`src/sv/mme_pkg.sv`:
```
`timescale 1ns / 1ps
// ----------------------------------------------------------------------------
// mme_pkg
// Shared types and constants of the modular exponentiation block.
// ----------------------------------------------------------------------------
package mme_pkg;

    // sequencer states of the top level
    typedef enum logic [2:0] {
        ST_IDLE,
        ST_REDUCE,
        ST_CHECK,
        ST_STEP,
        ST_EMIT
    } mme_state_t;

    // status of one modular multiplier
    typedef struct packed {
        logic busy;
        logic done;
    } mme_mul_status_t;

    // register index of the modulus
    localparam logic REG_MODULUS = 1'b0;

endpackage

```
`src/sv/mme_modmul.sv`:
```
`timescale 1ns / 1ps
// ----------------------------------------------------------------------------
// mme_modmul
// Bit-serial interleaved modular multiplier: x * y mod m, one bit of y per
// cycle, most significant first. Needs x <= m.
// ----------------------------------------------------------------------------
module mme_modmul #(
    parameter int WIDTH = 32
) (
    input  logic                     aclk,
    input  logic                     aresetn,
    input  logic                     start,
    input  logic [WIDTH-1:0]         x_in,
    input  logic [WIDTH-1:0]         y_in,
    input  logic [WIDTH-1:0]         m_in,
    output logic [WIDTH-1:0]         result,
    output mme_pkg::mme_mul_status_t status
);
    import mme_pkg::*;

    localparam int CW = $clog2(WIDTH);

    logic             busy_reg, busy_next;
    logic             done_reg, done_next;
    logic [CW-1:0]    cnt_reg, cnt_next;
    logic [WIDTH-1:0] acc_reg, acc_next;
    logic [WIDTH-1:0] x_reg, x_next;
    logic [WIDTH-1:0] y_reg, y_next;
    logic [WIDTH-1:0] m_reg, m_next;
    logic [WIDTH-1:0] dbl;
    logic [WIDTH-1:0] sum;

    function automatic logic [WIDTH-1:0] add_mod(
        input logic [WIDTH-1:0] a,
        input logic [WIDTH-1:0] b,
        input logic [WIDTH-1:0] mm
    );
        logic [WIDTH-1:0] gap;
        begin
            gap = mm - b;
            if (a >= gap) begin
                add_mod = a - gap;
            end else begin
                add_mod = a + b;
            end
        end
    endfunction

    always_comb begin
        dbl = add_mod(acc_reg, acc_reg, m_reg);
        sum = y_reg[WIDTH-1] ? add_mod(dbl, x_reg, m_reg) : dbl;
    end

    always_comb begin
        busy_next = busy_reg;
        done_next = 1'b0;
        cnt_next  = cnt_reg;
        acc_next  = acc_reg;
        x_next    = x_reg;
        y_next    = y_reg;
        m_next    = m_reg;
        if (start) begin
            busy_next = 1'b1;
            cnt_next  = CW'(WIDTH - 1);
            acc_next  = '0;
            x_next    = x_in;
            y_next    = y_in;
            m_next    = m_in;
        end else if (busy_reg) begin
            acc_next = sum;
            y_next   = {y_reg[WIDTH-2:0], 1'b0};
            cnt_next = cnt_reg - 1'b1;
            if (cnt_reg == '0) begin
                busy_next = 1'b0;
                done_next = 1'b1;
            end
        end
    end

    always_ff @(posedge aclk) begin
        if (!aresetn) begin
            busy_reg <= 1'b0;
            done_reg <= 1'b0;
            cnt_reg  <= '0;
        end else begin
            busy_reg <= busy_next;
            done_reg <= done_next;
            cnt_reg  <= cnt_next;
        end
        acc_reg <= acc_next;
        x_reg   <= x_next;
        y_reg   <= y_next;
        m_reg   <= m_next;
    end

    assign result      = acc_reg;
    assign status.busy = busy_reg;
    assign status.done = done_reg;

endmodule

```
`src/sv/modular_exponentiation.sv`:
```
`timescale 1ns / 1ps
// ----------------------------------------------------------------------------
// modular_exponentiation
// Right-to-left square and multiply: base^exponent mod modulus, using two
// bit-serial modular multipliers (one squares the base, one updates the
// running result) that run side by side for each exponent bit.
// ----------------------------------------------------------------------------
//  channel   direction  ports            contents
//  s_        in         s_tdata          base, exponent
//  m_        out        m_tdata/m_tuser  power / error
//  apb       in/out     psel..prdata     modulus at register 0
//
//  an item reduces the base, then runs one multiplier pass per exponent bit,
//  up to the highest set bit of the exponent; this multiplier loop sets the
//  run time of an item
//  a zero modulus skips the multipliers and answers with the error flag set
//  a new item is taken while the previous result waits in the output register
//  reset is synchronous and clears the modulus to 1
// ----------------------------------------------------------------------------
module modular_exponentiation #(
    parameter int WIDTH = 32
) (
    input  logic                                  aclk,
    input  logic                                  aresetn,
    // apb configuration
    input  logic                                  psel,
    input  logic                                  penable,
    input  logic                                  pwrite,
    input  logic [((WIDTH > 32) ? 3 : 2):0]       paddr,
    input  logic [((WIDTH > 32) ? 64 : 32)-1:0]   pwdata,
    output logic [((WIDTH > 32) ? 64 : 32)-1:0]   prdata,
    output logic                                  pready,
    // input items
    input  logic                                  s_tvalid,
    output logic                                  s_tready,
    input  logic [((2*WIDTH + 7) / 8) * 8 - 1:0]  s_tdata,  // base, exponent
    // result items
    output logic                                  m_tvalid,
    input  logic                                  m_tready,
    output logic [((WIDTH + 7) / 8) * 8 - 1:0]    m_tdata,  // power
    output logic                                  m_tuser   // error
);
    import mme_pkg::*;

    localparam int ADDR_LSB = (WIDTH > 32) ? 3 : 2;
    localparam int DW       = (WIDTH > 32) ? 64 : 32;
    localparam int OUT_W    = ((WIDTH + 7) / 8) * 8;

    mme_state_t       state_reg, state_next;
    logic [WIDTH-1:0] modulus_reg, modulus_next;
    logic [WIDTH-1:0] b_reg, b_next;
    logic [WIDTH-1:0] e_reg, e_next;
    logic [WIDTH-1:0] acc_reg, acc_next;
    logic [WIDTH-1:0] power_reg, power_next;
    logic             err_reg, err_next;
    logic             out_err_reg, out_err_next;
    logic             mvalid_reg, mvalid_next;

    logic             s_fire;
    logic             mod_zero;
    logic             load_out;
    logic             sqr_start, mul_start;
    logic [WIDTH-1:0] sqr_x, sqr_y;
    logic [WIDTH-1:0] sqr_res, mul_res;
    logic [WIDTH-1:0] s_base, s_exponent;
    logic             cfg_write;

    mme_mul_status_t  sqr_st, mul_st;

    assign s_base     = s_tdata[WIDTH-1:0];
    assign s_exponent = s_tdata[2*WIDTH-1:WIDTH];
    assign s_fire     = s_tvalid && s_tready;
    assign mod_zero   = (modulus_reg == '0);

    // apb
    assign pready    = 1'b1;
    assign cfg_write = psel && penable && pwrite && pready
                       && (paddr[ADDR_LSB] == REG_MODULUS);
    assign prdata    = (paddr[ADDR_LSB] == REG_MODULUS) ? DW'(modulus_reg) : '0;
    assign modulus_next = cfg_write ? pwdata[WIDTH-1:0] : modulus_reg;

    // next state
    always_comb begin
        state_next = state_reg;
        case (state_reg)
            ST_IDLE: begin
                if (s_fire) begin
                    state_next = mod_zero ? ST_EMIT : ST_REDUCE;
                end
            end
            ST_REDUCE: begin
                if (sqr_st.done) begin
                    state_next = ST_CHECK;
                end
            end
            ST_CHECK: begin
                state_next = (e_reg == '0) ? ST_EMIT : ST_STEP;
            end
            ST_STEP: begin
                if (sqr_st.done) begin
                    state_next = ST_CHECK;
                end
            end
            ST_EMIT: begin
                if (!mvalid_reg || m_tready) begin
                    state_next = ST_IDLE;
                end
            end
            default: state_next = ST_IDLE;
        endcase
    end

    // sequencer outputs
    always_comb begin
        s_tready  = 1'b0;
        sqr_start = 1'b0;
        mul_start = 1'b0;
        sqr_x     = b_reg;
        sqr_y     = b_reg;
        load_out  = 1'b0;
        case (state_reg)
            ST_IDLE: begin
                s_tready  = 1'b1;
                sqr_x     = WIDTH'(1);
                sqr_y     = s_base;
                sqr_start = s_fire && !mod_zero;
            end
            ST_CHECK: begin
                sqr_start = (e_reg != '0);
                mul_start = (e_reg != '0) && e_reg[0];
            end
            ST_EMIT: begin
                load_out = !mvalid_reg || m_tready;
            end
            default: begin
                s_tready = 1'b0;
            end
        endcase
    end

    // datapath
    always_comb begin
        b_next       = b_reg;
        e_next       = e_reg;
        acc_next     = acc_reg;
        err_next     = err_reg;
        power_next   = power_reg;
        out_err_next = out_err_reg;
        mvalid_next  = mvalid_reg && !m_tready;
        if (s_fire) begin
            e_next   = s_exponent;
            err_next = mod_zero;
            acc_next = mod_zero ? '0 : WIDTH'(1);
        end
        if (state_reg == ST_REDUCE && sqr_st.done) begin
            b_next = sqr_res;
        end
        if (state_reg == ST_STEP && sqr_st.done) begin
            b_next = sqr_res;
            e_next = {1'b0, e_reg[WIDTH-1:1]};
            if (e_reg[0]) begin
                acc_next = mul_res;
            end
        end
        if (load_out) begin
            power_next   = acc_reg;
            out_err_next = err_reg;
            mvalid_next  = 1'b1;
        end
    end

    always_ff @(posedge aclk) begin
        if (!aresetn) begin
            state_reg   <= ST_IDLE;
            modulus_reg <= WIDTH'(1);
            mvalid_reg  <= 1'b0;
        end else begin
            state_reg   <= state_next;
            modulus_reg <= modulus_next;
            mvalid_reg  <= mvalid_next;
        end
        b_reg       <= b_next;
        e_reg       <= e_next;
        acc_reg     <= acc_next;
        err_reg     <= err_next;
        power_reg   <= power_next;
        out_err_reg <= out_err_next;
    end

    mme_modmul #(
        .WIDTH (WIDTH)
    ) u_sqr (
        .aclk    (aclk),
        .aresetn (aresetn),
        .start   (sqr_start),
        .x_in    (sqr_x),
        .y_in    (sqr_y),
        .m_in    (modulus_reg),
        .result  (sqr_res),
        .status  (sqr_st)
    );

    mme_modmul #(
        .WIDTH (WIDTH)
    ) u_mul (
        .aclk    (aclk),
        .aresetn (aresetn),
        .start   (mul_start),
        .x_in    (acc_reg),
        .y_in    (b_reg),
        .m_in    (modulus_reg),
        .result  (mul_res),
        .status  (mul_st)
    );

    assign m_tvalid = mvalid_reg;
    assign m_tdata  = OUT_W'(power_reg);
    assign m_tuser  = out_err_reg;

    // the running-result multiplier finishes with the squarer
    logic unused_mul;
    assign unused_mul = mul_st.busy ^ mul_st.done ^ sqr_st.busy
                        ^ (|paddr[ADDR_LSB-1:0]) ^ (|pwdata);

endmodule
```
`config.mk`:
```
export PLATFORM = sky130hd
export DESIGN_NAME = modular_exponentiation
export DESIGN_NICKNAME = d
export VERILOG_FILES = /design/src/sv/mme_pkg.sv /design/src/sv/mme_modmul.sv /design/src/sv/modular_exponentiation.sv
export SDC_FILE = /design/constraint.sdc
export NUM_CORES = 1
export LEC_CHECK = 0
export ABC_AREA = 1
export BUFFER_PORTS_ARGS = -buffer_cell sky130_fd_sc_hd__buf_2
export CAP_MARGIN = 20
export CORE_MARGIN = 5
export CORE_UTILIZATION = 40
export DETAILED_ROUTE_END_ITERATION = 8
export HOLD_SLACK_MARGIN = 0.05
export MAX_ROUTING_LAYER = met4
export PLACE_DENSITY = 0.61
export SYNTH_ARGS = -nofsm -noshare
export SYNTH_HDL_FRONTEND = slang
export SYNTH_SLANG_ARGS = --single-unit
export TNS_END_PERCENT = 20
```
`constraint.sdc`:
```
create_clock -name aclk -period 10.29 [get_ports aclk]
set_clock_uncertainty 0.1 [all_clocks]
set_input_delay 0.5145 -clock aclk [delete_from_list [all_inputs] [get_ports aclk]]
set_output_delay 0.5145 -clock aclk [all_outputs]
set_load 0.005 [all_outputs]
```
# Word level (Yosys, flattened, before mapping)
# Index checks and enable logic that the tools add are counted.
# classes
n_lt_le_gt_ge,4
eq_ne,7
n_bitwise,3
reduce_logical,26
add_sub_neg,14
muxes,42
# op_table
cell,n
$mux 32,17
$sub 32x32->32,8
$add 32x32->32,4
$ge 32x32->1,4
$logic_not 32->1,2
$mux 31,2
$reduce_bool 32->1,1
$mux 5,4
$mux 3,5
$mux 1,12
$pmux 3 s4,1
$logic_not 5->1,2
$sub 5x1->5 const B,2
$logic_and 1x1->1,9
$reduce_bool 2->1,4
$eq 3x2->1 const B,2
$ne 2x2->1 const B,2
$eq 3x1->1 const B,1
$eq 3x3->1 const B,1
$logic_not 1->1,3
$logic_not 3->1,1
$not 1->1,3
$reduce_and 3->1,1
$reduce_or 3->1,1
other kinds (4),4
# word_totals
word_cells,119
output_inout_bits,68
regBits,435

# Depth between registers and ports, before layout
# depth
word_depth,6
ltp_mapped,48
mapped_depth_nobuf,47

# Modules after synthesis
# From an unflattened synthesis, not the netlist that was laid out.
# unflattened
hier_cells,5520
hier_area_um2,37454.7
# by_module_without_submodules
module,cells_per_inst,seq_area_each_um2,n_inst,area_per_inst_um2
mme_modmul (u_mul),2404,3663.5,1,15479.8
mme_modmul (u_sqr),2360,3663.5,1,15207.1
modular_exponentiation,756,4294.1,1,6767.7

# Worst setup path before layout
# OpenSTA, ideal clock, no wires.
# synth_path
path_type,reg2reg
startpoint,reg u_mul.m_reg[0]
endpoint,"reg u_mul.acc_reg[13], in the netlist u_mul.result[13]"
arrival_ps,6735
setup_slack_ps,3336
synth_period_minus_slack_ps,6954
n_path_buf,4
setup_time_ps,119
stages_incl_launch_ff,41
path_cell_list,edfxtp_1 -> inv_1 -> ha_1 -> inv_1 -> fa_1 -> nand3_1 -> nand2_1 -> a31oi_1 -> o21ai_1 -> a21boi_0 -> o21ai_0 -> a21boi_1 -> o21bai_1 -> a21boi_1 -> o21ai_0 -> a21oi_1 -> xor2_1 -> ha_1 -> [... 5 more ...] -> nand2_4 -> buf_6 -> clkbuf_1 -> buf_1 -> nand3_1 -> o21ai_0 -> inv_1 -> ha_1 -> a21oi_1 -> o21a_1 -> a21boi_0 -> nor2_1 -> a211oi_1 -> a21boi_2 -> buf_2 -> nand2_1 -> nand3_1 -> a21oi_1
# synth_via
elab_chain_cells,6
word_cells_on_any_way,10
cone_classes,add/sub (5); order compare (2); mux (3)
# synth_lines
element,line,rtl
"start, declared",mme_modmul.sv:29,"logic [WIDTH-1:0] m_reg, m_next;"
"start signal, assigned",mme_modmul.sv:93,m_reg <= m_next;
$sub 32x32->32,mme_modmul.sv:40,gap = mm - b;
$sub 32x32->32 / $ge 32x32->1 (equally long branches),"mme_modmul.sv:42, mme_modmul.sv:41",
$mux 32,mme_modmul.sv:41,if (a >= gap) begin
$add 32x32->32 (tied with other cells),mme_modmul.sv:44,add_mod = a + b;
$mux 32,mme_modmul.sv:41,
$mux 32 (*),mme_modmul.sv:51,"sum = y_reg[WIDTH-1] ? add_mod(dbl, x_reg, m_reg) : dbl;"
"end signal, assigned",mme_modmul.sv:90,acc_reg <= acc_next;
"end, declared",mme_modmul.sv:26,"logic [WIDTH-1:0] acc_reg, acc_next;"
# Every way passes the cells marked *; elsewhere a longest branch is shown, timed or not.
# A chain may end at the register's enable or synchronous reset.

# Worst setup path in the final report
# layout_path
startpoint,"reg u_mul.acc_reg[4], in the netlist u_mul.result[4]"
endpoint,"reg u_mul.acc_reg[18], in the netlist u_mul.result[18]"
# layout_via
elab_chain_cells,6
word_cells_on_any_way,10
cone_classes,add/sub (5); order compare (2); mux (3)
# layout_lines
element,line
$sub 32x32->32,mme_modmul.sv:40
$sub 32x32->32 / $ge 32x32->1 (equally long branches),"mme_modmul.sv:42, mme_modmul.sv:41"
$mux 32 (*),mme_modmul.sv:41
$add 32x32->32 (tied with other cells),mme_modmul.sv:44
$mux 32,mme_modmul.sv:41
$mux 32 (*),mme_modmul.sv:51
# Marked as above.

==> impl_metrics.py <==
metrics = {
    "status": {
        "status": "finished clean",
    },
    "logic_synthesis": {
        "ys.warnings.count": 0,
        "seq_area_frac_synth_pct": 31.4,
        "synth_flop_cell": "sky130_fd_sc_hd__edfxtp_1",
        "mappedNetlistArea_mm2": 0.0370,
        "yosys.cell_types.count": 62,
        "synth.net_count": 5756,
        "synthArstFlopShare_pct": 0,
        "syn-instance-count": 5348,
        "syn_avg_cell_area_um2": 6.91,
        "ys_seq_elements": 435,
        "synth-edff-count": 289,
    },
    "sta": {
        "finalHoldViolCount": 0,
        "setup_viol": 0,
        "unrepaired_setup_endpoints_after_global_routing": "false",
        "max-slew-margin-rel_pct": 24.4,
        "setup_total_negative_slack_ns": 0,
        "worst_slack_ns": 1.16,
        "final-max-slew-violation-count": 0,
        "layout_min_cycle_time_ns": 9.13,
        "clock.fmax_mhz": 110,
        "fin_crit_sh_pct": 88.7,
        "slew_at_the_pin_closest_to_its_max_slew_limit_ns": 1.13,
    },
    "cells_and_area": {
        "num-fill-cells": 9492,
        "final_nets": 5966,
        "layout-area-overhead-vs-synth_pct": 12.2,
        "drive_above_1_share_pct": 7.85,
        "antenna-diode-count": 0,
    },
    "cts": {
        "cts_hold_repair.buffers": 63,
        "cts_sinks": 435,
        "cts_made_buffers": 52,
        "clockBufferDepth": 3,
        "clk_pin_slew_worst_paths_ns": 0.07,
        "post_cts.resized_instances": 0,
        "tritoncts": "yes",
        "clock-root-buffer": "sky130_fd_sc_hd__clkbuf_16",
        "h_tree_level_count": 2,
        "cts_setup_buffers": 0,
        "clock_insertion_delay_worst_skew_ns": 0.67,
    },
    "floorplanning": {
        "start_util_pct": 40.3,
        "die-width_um": 314,
        "design.portCount": 174,
        "dieArea_mm2": 0.0986,
        "die_height_um": 314,
        "placeableCoreArea_mm2": 0.0917,
        "core.rowCount": 111,
    },
    "global_route": {
        "global_route.overflow_total": 0,
        "gr_busiest_metal": "met2",
        "gr-usage-met3_pct": 3.11,
        "vias_in_the_first_global_route": 35700,
        "globalRouteTotalUtil_pct": 27.1,
        "number_of_antenna_violations_at_the_first_check_in_global_routing": 5,
        "pin_count_of_the_biggest_net_entering_global_routing": 66,
        "grt_first_pass_wirelength_mm": 202,
        "globalRouteMet1Util_pct": 33.5,
        "met2_layer_usage_reported_by_global_route_pct": 45.4,
    },
    "setup_path": {
        "timing.critical_path.slowest_cell_delay_ns": 0.69,
        "cp.buffers_inverters": 4,
        "slowest_stage": "sky130_fd_sc_hd__a21boi_0",
        "timing.critical_path.fanout_max": 25,
        "reg2reg_setup_slack_ns": 1.16,
        "timing.critical_path.to_type": "register",
        "worstRegToRegCells": 35,
        "worst-endpoint-required_ns": 10.81,
        "timing.critical_path.arrival_ns": 9.65,
        "timing.rr.end": "u_mul.result[18]",
        "worst_setup_sp_type": "register",
        "timing.setup.critical_path_class": "reg -> reg",
        "critPathTopFamily": "compound AO/OA/AOI/OAI gates",
        "timing.critical_path.depth": 35,
        "worstReg2RegStart": "u_mul.result[4]",
    },
    "placed_design": {
        "detailedPlace.worstSlack_ns": 1.30,
        "portbufs": 170,
        "post-dp-hpwl_mm": 107,
        "finalWeightedCongestion": 1.00,
    },
    "worst_hold_path": {
        "holdPathEnd": "modulus_reg[15]",
        "hold_path_class": "in -> reg",
        "hold_path_cell_cnt": 3,
        "hold_path.startpoint": "pwdata[15]",
    },
    "detailed_routing": {
        "ant_nets": 0,
        "first_pass_iters": 8,
        "drcViolationCount": 0,
        "drt_iter0_markers": 2810,
        "num_vias": 36500,
        "detail_route.wl_per_cell_um": 19.7,
        "totalWireLength_mm": 134,
        "detail_route.vias_per_cell": 5.38,
    },
    "flow_run": {
        "drv.max_cap_violation_count": 0,
    },
}
## routing by layer
layer  routed length, µm  share of wire (%)  vias up
met5                   0                  0        -
met2               62800                 47     1102
met3                7350                5.5      281
met4                6350                4.7        0
li1                    -                  -    18100
met1               57600                 43    17100
## layout make-up
| class | instances | area (µm²) | area share (%) |
|---|---|---|---|
| repair buffers | 266 | 1730 | 4.17 |
| inverters | 853 | 3200 | 7.72 |
| clock inverters | 39 | 465 | 1.12 |
| clock buffers | 59 | 1340 | 3.22 |
| flip-flops and latches | 435 | 11600 | 28.0 |
| well taps | 1186 | 1480 | 3.58 |
| multi-input cells | 3950 | 21700 | 52.2 |
## synth_stat cells (9+ instances only)
| cell | number | area (µm²) |
|---|---|---|
| sky130_fd_sc_hd__a21o_1 | 14 | 105 |
| sky130_fd_sc_hd__inv_2 | 9 | 33.8 |
| sky130_fd_sc_hd__nor2_1 | 413 | 1550 |
| sky130_fd_sc_hd__nand2_1 | 1420 | 5330 |
| sky130_fd_sc_hd__inv_1 | 840 | 3150 |
| sky130_fd_sc_hd__edfxtp_1 | 289 | 8680 |
| sky130_fd_sc_hd__nand3_2 | 40 | 400 |
| sky130_fd_sc_hd__o21ai_1 | 14 | 70.1 |
| sky130_fd_sc_hd__nor3_1 | 43 | 215 |
| sky130_fd_sc_hd__nand2_2 | 45 | 282 |
| sky130_fd_sc_hd__o21ai_0 | 338 | 1690 |
| sky130_fd_sc_hd__o31ai_1 | 9 | 67.6 |
| sky130_fd_sc_hd__nand3b_1 | 29 | 218 |
| sky130_fd_sc_hd__nand2_4 | 11 | 124 |
| sky130_fd_sc_hd__nor4_1 | 22 | 138 |
| sky130_fd_sc_hd__a21boi_0 | 20 | 150 |
| sky130_fd_sc_hd__a21oi_2 | 10 | 87.6 |
| sky130_fd_sc_hd__xor2_1 | 114 | 998 |
| sky130_fd_sc_hd__o21a_1 | 18 | 135 |
| sky130_fd_sc_hd__clkbuf_1 | 79 | 297 |
| sky130_fd_sc_hd__a211oi_1 | 17 | 128 |
| sky130_fd_sc_hd__a21oi_1 | 407 | 2040 |
| sky130_fd_sc_hd__ha_1 | 296 | 3700 |
| sky130_fd_sc_hd__xnor2_1 | 76 | 666 |
| sky130_fd_sc_hd__o21bai_1 | 21 | 158 |
| sky130_fd_sc_hd__a31oi_1 | 55 | 344 |
| sky130_fd_sc_hd__dfxtp_1 | 146 | 2920 |
| sky130_fd_sc_hd__nand4_1 | 57 | 357 |
| sky130_fd_sc_hd__nand3_1 | 381 | 1910 |
## kinds of logic after synthesis
| family | share of synthesized area, % |
|---|---|
| and+or+nand+nor | 29.2 |
| AOI/OAI and AO/OA | 14.4 |
| buffers and inverters | 10.2 |
| DFF | 31.4 |
| adders and majority gates | 10.3 |
| xor gates and xnor gates | 4.50 |
| other | 0.0101 |
## cells in the final DEF (no fill, tap or decap), types with 9 or more instances in the layout
cell / synthesis / routed
sky130_fd_sc_hd__dlygate4sd3_1: 0 / 63
sky130_fd_sc_hd__buf_2: 7 / 170
sky130_fd_sc_hd__o31ai_1: 9 / 9
sky130_fd_sc_hd__clkinvlp_4: 0 / 10
sky130_fd_sc_hd__nand2_1: 1420 / 1416
sky130_fd_sc_hd__nand3_2: 40 / 40
sky130_fd_sc_hd__xnor2_1: 76 / 76
sky130_fd_sc_hd__o21ai_1: 14 / 14
sky130_fd_sc_hd__nor3_1: 43 / 43
sky130_fd_sc_hd__a21oi_1: 407 / 406
sky130_fd_sc_hd__o21a_1: 18 / 18
sky130_fd_sc_hd__nand2_2: 45 / 47
sky130_fd_sc_hd__nor4_1: 22 / 22
sky130_fd_sc_hd__inv_1: 840 / 838
sky130_fd_sc_hd__nand3_1: 381 / 381
sky130_fd_sc_hd__ha_1: 296 / 296
sky130_fd_sc_hd__clkinv_1: 4 / 11
sky130_fd_sc_hd__dfxtp_1: 146 / 146
sky130_fd_sc_hd__xor2_1: 114 / 114
sky130_fd_sc_hd__edfxtp_1: 289 / 289
sky130_fd_sc_hd__a21o_1: 14 / 14
sky130_fd_sc_hd__clkbuf_16: 0 / 52
sky130_fd_sc_hd__nand3b_1: 29 / 29
sky130_fd_sc_hd__a211oi_1: 17 / 16
sky130_fd_sc_hd__nor2_1: 413 / 412
sky130_fd_sc_hd__nand4_1: 57 / 57
sky130_fd_sc_hd__a31oi_1: 55 / 55
sky130_fd_sc_hd__a21boi_0: 20 / 20
sky130_fd_sc_hd__nand2_4: 11 / 13
sky130_fd_sc_hd__o21ai_0: 338 / 338
sky130_fd_sc_hd__o21bai_1: 21 / 21
sky130_fd_sc_hd__a21oi_2: 10 / 10
sky130_fd_sc_hd__inv_2: 9 / 12
sky130_fd_sc_hd__buf_4: 6 / 33
## stage by stage
step                      instance area, µm²  hold slack (ns)  utilization (%)  std cells
final                                  41500           0.0966             45.2       6788
after global routing                   41500            0.107             45.2       6788
after CTS                              41500           0.0571             45.2       6788
after detailed placement               39000            0.327             42.6       6627
after global placement                 39000            0.308             42.6       6627
after floorplan                        37000            0.300                -       5348
## worst min-delay path: stages
cell	delay, ns
sky130_fd_sc_hd__buf_2	0.07
sky130_fd_sc_hd__o21ai_0	0.08
sky130_fd_sc_hd__a21oi_1	0.12
## worst max path at each step
stage,from,end
final,u_mul.result[4],u_mul.result[18]
after global routing,u_mul.result[2],u_mul.result[27]
after CTS,u_mul.result[4],u_mul.result[18]
after detailed placement,u_mul.result[1],u_mul.result[18]
after global placement,u_mul.result[2],u_mul.result[18]
after floorplan,u_mul.m_reg[0],u_mul.result[13]
Power is left out: the tool's default activity adds up to more than one toggle a clock period on the data nets, which glitch-free logic cannot reach.
